$ cat src/hdl/sgit_pkg.sv
package sgit_pkg;

  localparam int MW = 16;
  localparam int SW = 15;
  localparam int GW = 16;
  localparam int PW = 2 * MW;
  localparam int AW = PW + 1;
  localparam int DETW = MW + AW + 2;
  localparam int NUMW = SW + AW + 2;
  localparam int NMW = NUMW + 14;
  localparam int DMW = DETW + 5;
  localparam int QBITS = 17;
  localparam int RW = DMW + QBITS;
  localparam int FRONT_STAGES = 5;
  localparam int LATENCY = FRONT_STAGES + QBITS + 1;
  localparam logic [QBITS-1:0] POS_LIMIT = QBITS'(32767);
  localparam logic [QBITS-1:0] NEG_LIMIT = QBITS'(32768);

endpackage

$ cat src/hdl/sgit_div.sv
module sgit_div (
  input  logic clk,
  input  logic en,
  input  logic [sgit_pkg::RW-1:0] n,
  input  logic [sgit_pkg::DMW-1:0] d,
  input  logic neg,
  output logic [sgit_pkg::QBITS-1:0] quo,
  output logic neg_out,
  output logic ovf_out
);
  import sgit_pkg::*;

  for (genvar i = 0; i < QBITS; i++) begin : g_step
    localparam int K = QBITS - 1 - i;
    logic [RW-1:0]    rem_in;
    logic [DMW-1:0]   dvs_in;
    logic [QBITS-1:0] quot_in;
    logic             sgn_in;
    logic             ovf_in;
    logic [RW-1:0]    trial;
    logic             ge;
    logic [RW-1:0]    rem;
    logic [DMW-1:0]   dvs;
    logic [QBITS-1:0] quot;
    logic             sgn;
    logic             ovf;

    if (i == 0) begin : g_first
      assign rem_in = n;
      assign dvs_in = d;
      assign quot_in = '0;
      assign sgn_in = neg;
      assign ovf_in = (n >> QBITS) >= RW'(d);
    end else begin : g_next
      assign rem_in = g_step[i-1].rem;
      assign dvs_in = g_step[i-1].dvs;
      assign quot_in = g_step[i-1].quot;
      assign sgn_in = g_step[i-1].sgn;
      assign ovf_in = g_step[i-1].ovf;
    end

    assign trial = RW'(dvs_in) << K;
    assign ge = rem_in >= trial;
    always_ff @(posedge clk) begin
      if (en) begin
        rem <= ge ? rem_in - trial : rem_in;
        quot <= quot_in | (QBITS'(ge) << K);
        dvs <= dvs_in;
        sgn <= sgn_in;
        ovf <= ovf_in;
      end
    end
  end

  assign quo = g_step[QBITS-1].quot;
  assign neg_out = g_step[QBITS-1].sgn;
  assign ovf_out = g_step[QBITS-1].ovf;
endmodule

$ cat config.mk
export PLATFORM = sky130hd
export DESIGN_NAME = sgit_div
export DESIGN_NICKNAME = d
export VERILOG_FILES = /design/src/hdl/sgit_pkg.sv /design/src/hdl/sgit_div.sv
export SDC_FILE = /design/constraint.sdc
export NUM_CORES = 2
export LEC_CHECK = 0
export BUFFER_PORTS_ARGS = -buffer_cell sky130_fd_sc_hd__buf_2
export CAP_MARGIN = 20
export CORE_MARGIN = 8
export CORE_UTILIZATION = 55
export DETAILED_ROUTE_END_ITERATION = 10
export PLACE_DENSITY = 0.81
export SYNTH_ARGS = -nofsm -noshare
export SYNTH_HDL_FRONTEND = slang
export SYNTH_SLANG_ARGS = --single-unit
$ cat constraint.sdc
create_clock -name clk -period 4.1 [get_ports clk]
set_input_delay 0.205 -clock clk [delete_from_list [all_inputs] [get_ports clk]]
set_output_delay 0.205 -clock clk [all_outputs]
set_load 0.01 [all_outputs]
; ---- After elaboration in Yosys (flattened, before gate mapping)
; Cells that the tools add are included.
[word_totals]
ff_bits = 2371
in_bits = 132
out_inout_bits = 19
wordCells = 149
[op_classes]
add_sub_neg = 16
magnitude_cmp = 18
muxes = 16
bitwise_logic = 16
[ops]
columns = operator, n
row1 = $mux W73, 16
row2 = $ge A73 B56 Y1, 1
row3 = $ge A73 B57 Y1, 1
row4 = $ge A73 B58 Y1, 1
row5 = $ge A73 B59 Y1, 1
row6 = $ge A73 B60 Y1, 1
row7 = $ge A73 B61 Y1, 1
row8 = $ge A73 B62 Y1, 1
row9 = $ge A73 B63 Y1, 1
row10 = $ge A73 B64 Y1, 1
row11 = $ge A73 B65 Y1, 1
row12 = $ge A73 B66 Y1, 1
row13 = $ge A73 B67 Y1, 1
row14 = $ge A73 B68 Y1, 1
row15 = $ge A73 B69 Y1, 1
row16 = $ge A73 B70 Y1, 1
row17 = $ge A73 B71 Y1, 1
row18 = $ge A73 B72 Y1, 1
row19 = $sub A73 B57 Y73, 1
row20 = $sub A73 B58 Y73, 1
row21 = $sub A73 B59 Y73, 1
row22 = $sub A73 B60 Y73, 1
row23 = $sub A73 B61 Y73, 1
row24 = $sub A73 B62 Y73, 1
row25 = 27 further kinds, 27

; ---- Depth between registers and ports, before layout
[depth]
word_depth = 2
mapped_depth = 17
depth_no_buf = 15

; ---- Least setup slack after synthesis
; Ideal clock, no wire load.
[synth_timing]
path_type = register -> register
from = register g_step[10].rem[5]
to = register g_step[11].rem[5] (data pin)
arrival_time_ps = 3738
path_slack_ps = 95
path_stages_with_launch = 17
n_path_buf = 3
synth_period_minus_slack_ps = 4005
path_cell_list = edfxtp_1 > inv_1 > ha_1 > inv_1 > fa_1 > a211oi_1 > o21ai_0 > nand4_1 > a21oi_1 > a211oi_1 > o31ai_1 > or2_2 > a31oi_1 > buf_2 > buf_1 > buf_1 > o21ai_0
[synth_between]
elab_chain_len = 2
[synth_rtl]
columns = element, line_no
row1 = from (decl), sgit_div.sv:22  ; logic [RW-1:0] rem;
row2 = from (signal assigned), sgit_div.sv:46  ; rem <= ge ? rem_in - trial : rem_in;
row3 = $sub A73 B61 Y73 / $ge A73 B61 Y1 (equally long branches), "sgit_div.sv:46, sgit_div.sv:43"
row4 = $mux W73 *, sgit_div.sv:46
row5 = to (signal assigned), sgit_div.sv:46
row6 = to (decl), sgit_div.sv:22
; Every way passes the cells marked *; elsewhere a longest branch is shown, timed or not.
; A chain may end at the register's enable or synchronous reset.

; ---- Worst setup path in the final report
[layout_timing]
from = register g_step[8].dvs[0]
to = register g_step[9].rem[59] (data pin)
[layout_between]
elab_chain_len = 2
[layout_rtl]
columns = element, line_no
row1 = from (decl), sgit_div.sv:23  ; logic [DMW-1:0] dvs;
row2 = from (signal assigned), sgit_div.sv:48  ; dvs <= dvs_in;
row3 = $sub A73 B63 Y73 / $ge A73 B63 Y1 (equally long branches), "sgit_div.sv:46, sgit_div.sv:43"
row4 = $mux W73 *, sgit_div.sv:46
row5 = to (signal assigned), sgit_div.sv:46
row6 = to (decl), sgit_div.sv:22
; Marks and branches as above.

==> key figures <==
STA
  – Final setup viols: 0
  – Peak Freq: 0.2467 GHz
  – Tcrit/Tclk final: 98.86%
  – Slew HR: 32.40%
  – Worst-Margin Slew: 1.010 ns
  – RSZ-0062 raised after global routing: yes
  – Fin. Hold Viols: 0
  – Fin crit period: 4.053 ns
  – Clock Skew: 0.07042 ns
  – Final Max Tran Viols: 0

Setup path
  – Crit end category: register
  – WP data arrival: 4.69 ns
  – Crit path max-delay cell type: edfxtp_1
  – Crit path cell chain: ha_1 -> fa_1 -> nand2b_1 -> a21oi_2 -> o211ai_1 -> a21o_1 -> a21oi_2 -> o21ai_2 -> a311oi_2 -> buf_4 -> a31oi_1 -> buf_4 -> o31ai_2 -> buf_4 -> nor4bb_2 -> nor3_1
  – CP Max Fanout: 3
  – Most used cell, CP: buf_4
  – Worst reg2reg setup slack: 0.05 ns
  – Top delay family on crit path: compound AO/OA/AOI/OAI gates
  – Worst endpoint required time: 4.73 ns
  – Buf+Inv Stages, Crit Path: 3
  – CP Launch Type: register
  – Crit Path Class: register to register
  – Critical Path Max Stage Delay: 0.41 ns

Logic synthesis
  – Sequential cell area fraction in the yosys report: 48.76%
  – Post-synth cell types: 89
  – Top_reg_cell synth: edfxtp_1
  – Post-synth EDFFs: ~2,300
  – Synth Instances: 13,780
  – Yosys synthesis warning count: 0
  – #FFs+latches synth: 2,251
  – Syn nets: 14,930
  – Post-synth ARST share: 0%
  – Mapped Area: between 100,000 and 150,000 um^2
  – Syn avg cell area: 10.06 um^2

Floorplanning
  – Die X: slightly above 500 um
  – Die height: around 520 um
  – Die Area: 268,400 um^2
  – Core Rows: 184
  – Initial cell density of the core: 55.24%
  – Top Ports: roughly 150
  – Core ar.: 250,900 um^2

Clocking
  – Worst-path clk slew: 0.06 ns
  – Htree depth: 4
  – Clk root buf: clkbuf_16
  – Total CTS buffers: 236
  – Clock buffer depth: 3
  – CTS tree: done
  – Clk_lat worst skew: 0.94 ns
  – Clock Sinks: 2,251

Routing
  – Iter 0 DRT Violations: just under 7,000
  – DR pass1 iterations: 6
  – Residual DRC: 0
  – Vias/cell: 5.740
  – DRT antenna net count: 0
  – Final WL: 385,400 um
  – Wirelength per Cell: 20.50 um
  – Via Count: 107,900

Power
  – Worst vdd ir: 0.5100 mV
  – Pwr dens: between 700 and 800 nW/um^2
  – Overall Power: between 100,000 and 150,000 uW
  – Pleak: 0.06801 uW

Final layout
  – Synth-to-Final Area Change: 18.59%
  – Final Non-Filler Cells: 18,800
  – Final Cell Area: 164,400 um^2
  – Filler Cell Count: 19,840
  – Ratio of cells with drive above 1 in the final layout: between 10% and 20%
  – Sequential cell area: 67,590 um^2
  – Multi-input gate area: 65,570 um^2
  – Layout Nets: 16,410

Global routing
  – First-pass GRT wire length: 590,200 um
  – Largest net degree at the start of global routing: around 130
  – GRT overflow: 0
  – Initial antenna violation count: 5
  – GRT Total Usage: 27.51%
  – Number of global-route vias before repair: 110,600

Placed design
  – Placed insts: 18,130
  – DP Area: 152,900 um^2
  – HPWL after DPL: 306,900 um
  – PortBufs: 150
  – Routability-driven placement congestion ratio: 0.9679

Status
  – Run status: complete, no violations

Min path
  – Hold WC Path Type: input pin to register

Flow run
  – Max-cap violations: 0
through the flow:
step           setup slack [ns]  utilization, %  hold slack [ns]  TNS, ns
2_1_floorplan           0.09506               -           0.3039        0
3_3_place_gp            -0.3193           60.93           0.3858   -28.58
3_5_place_dp            -0.3055           60.93           0.3914   -37.16
4_1_cts               0.0008993           65.04         0.001586        0
5_1_grt                -0.08881           65.51          0.03529  -0.3825
6_report                0.04694           65.51          0.07541        0
final cells by class:
| cell class | count | area share [%] |
|---|---|---|
| multi-input combinational | 9719 | 39.89 |
| clock inverter | 151 | 1.165 |
| sequential | 2251 | 41.12 |
| inverter | 1245 | 2.843 |
| timing repair buffer | 1796 | 8.725 |
| clock buffer | 287 | 3.709 |
| tap | 3348 | 2.548 |
| antenna | 2 | 0.003045 |
cells in the mapped netlist, drive strengths merged, types with 39 or more instances:
cell type,instances,share of area [%]
a21o,508,2.8
and2,51,0.23
inv,1245,3.4
edfxtp,2251,49
o211ai,55,0.30
nor3,181,0.66
nand4,326,1.5
o21ai,1079,3.9
nand2,1247,3.4
buf,62,0.19
o21bai,179,0.97
or3,56,0.25
o31ai,90,0.49
clkbuf,499,1.4
nand2b,122,0.55
and4,39,0.25
mux2,100,0.81
xnor2,519,3.3
ha,1008,9.1
nand3,203,0.73
a21oi,1359,4.9
a31oi,116,0.52
nor4,133,0.60
or2,44,0.20
nor2,869,2.4
a211oi,88,0.48
nor2b,123,0.56
o21a,122,0.66
xor2,420,2.7
and3,94,0.42
a21boi,55,0.30
final timing paths:
check / startpoint / to / cells after the start
setup / recovery: g_step[8].dvs[0] / g_step[10].rem_in[59] / 16
hold / removal: d[15] / g_step[0].dvs[15] / 2
setup reg to reg: g_step[8].dvs[0] / g_step[10].rem_in[59] / 16
hold reg to reg: g_step[12].quot[6] / g_step[13].quot[6] / 0
power breakdown:
group / internal (uW) / leakage [uW] / total [uW] / switching [uW]
registers: 34000 / 0.0219 / 37800 / 3820
logic: 26000 / 0.0423 / 58600 / 32600
clock network: 12700 / 0.00386 / 21800 / 9120
total: 72700 / 0.0680 / 118000 / 45600
placed cells by master, fill, tap and decap left out, types with 34 or more instances in the layout:
cell type,netlist,layout
and3_1,94,93
edfxtp_1,2251,2251
or2_2,42,41
nand2_1,1247,1246
nor3_1,180,170
nand4_1,326,326
a21o_1,508,508
buf_12,0,52
a211oi_1,88,78
a21boi_0,52,49
inv_1,1244,1242
o21bai_1,179,176
nand2b_1,122,121
a31oi_1,116,109
and4_1,39,39
o21ai_0,1074,1052
nand3_1,203,202
o31ai_1,90,77
dlygate4sd3_1,0,201
nor2b_1,123,117
ha_1,1008,986
clkinv_2,0,37
buf_4,0,1383
mux2_2,100,100
and2_1,50,50
a21oi_1,1359,1330
o21a_1,122,119
nor2_1,869,858
clkbuf_16,0,237
clkbuf_1,499,51
or3_1,56,55
xnor2_1,519,518
nor4_1,133,115
o211ai_1,55,55
xor2_1,420,420
or4_1,36,35
o31a_1,35,34
clkinv_1,0,49
buf_2,26,149
flip-flops by register name (all words and copies together) (netlist names), 10 cells and up:
register        flops
g_step.dvs_in      56
g_step.rem_in      73
g_step.quot_in     10
g_step.quot       126
g_step.sgn         15
quo                17
g_step.dvs        840
g_step.rem       1095
g_step.ovf         15
per-layer routing:
layer	routed length [um]	GRT usage [%]
met4	38200	22.08
met3	11710	2.677
met1	133600	26.59
met2	201800	52.80
met5	0	0
logic make-up after synthesis:
family | count (synthesis) | share of synthesized area (%)
AOI/OAI and AO/OA | 4017 | 17.68
xor gates and xnor gates | 939 | 5.933
and+or+nand+nor | 3624 | 12.46
adders and majority gates | 1024 | 9.330
buffers and inverters | 1806 | 4.914
DFF | 2251 | 48.76
muxes | 115 | 0.9207
repair_timing:
item / CTS / global route
hold endpoints to repair: 196 / 0
cloned: 0 / 1
endpoints found under the setup margin: 398 / 488
hold buffers: 201 / 0
gates resized for setup: 58 / 204
pin swaps: 11 / 58
setup buffers: 6 / 22
Power figures use the tool's default switching activity.
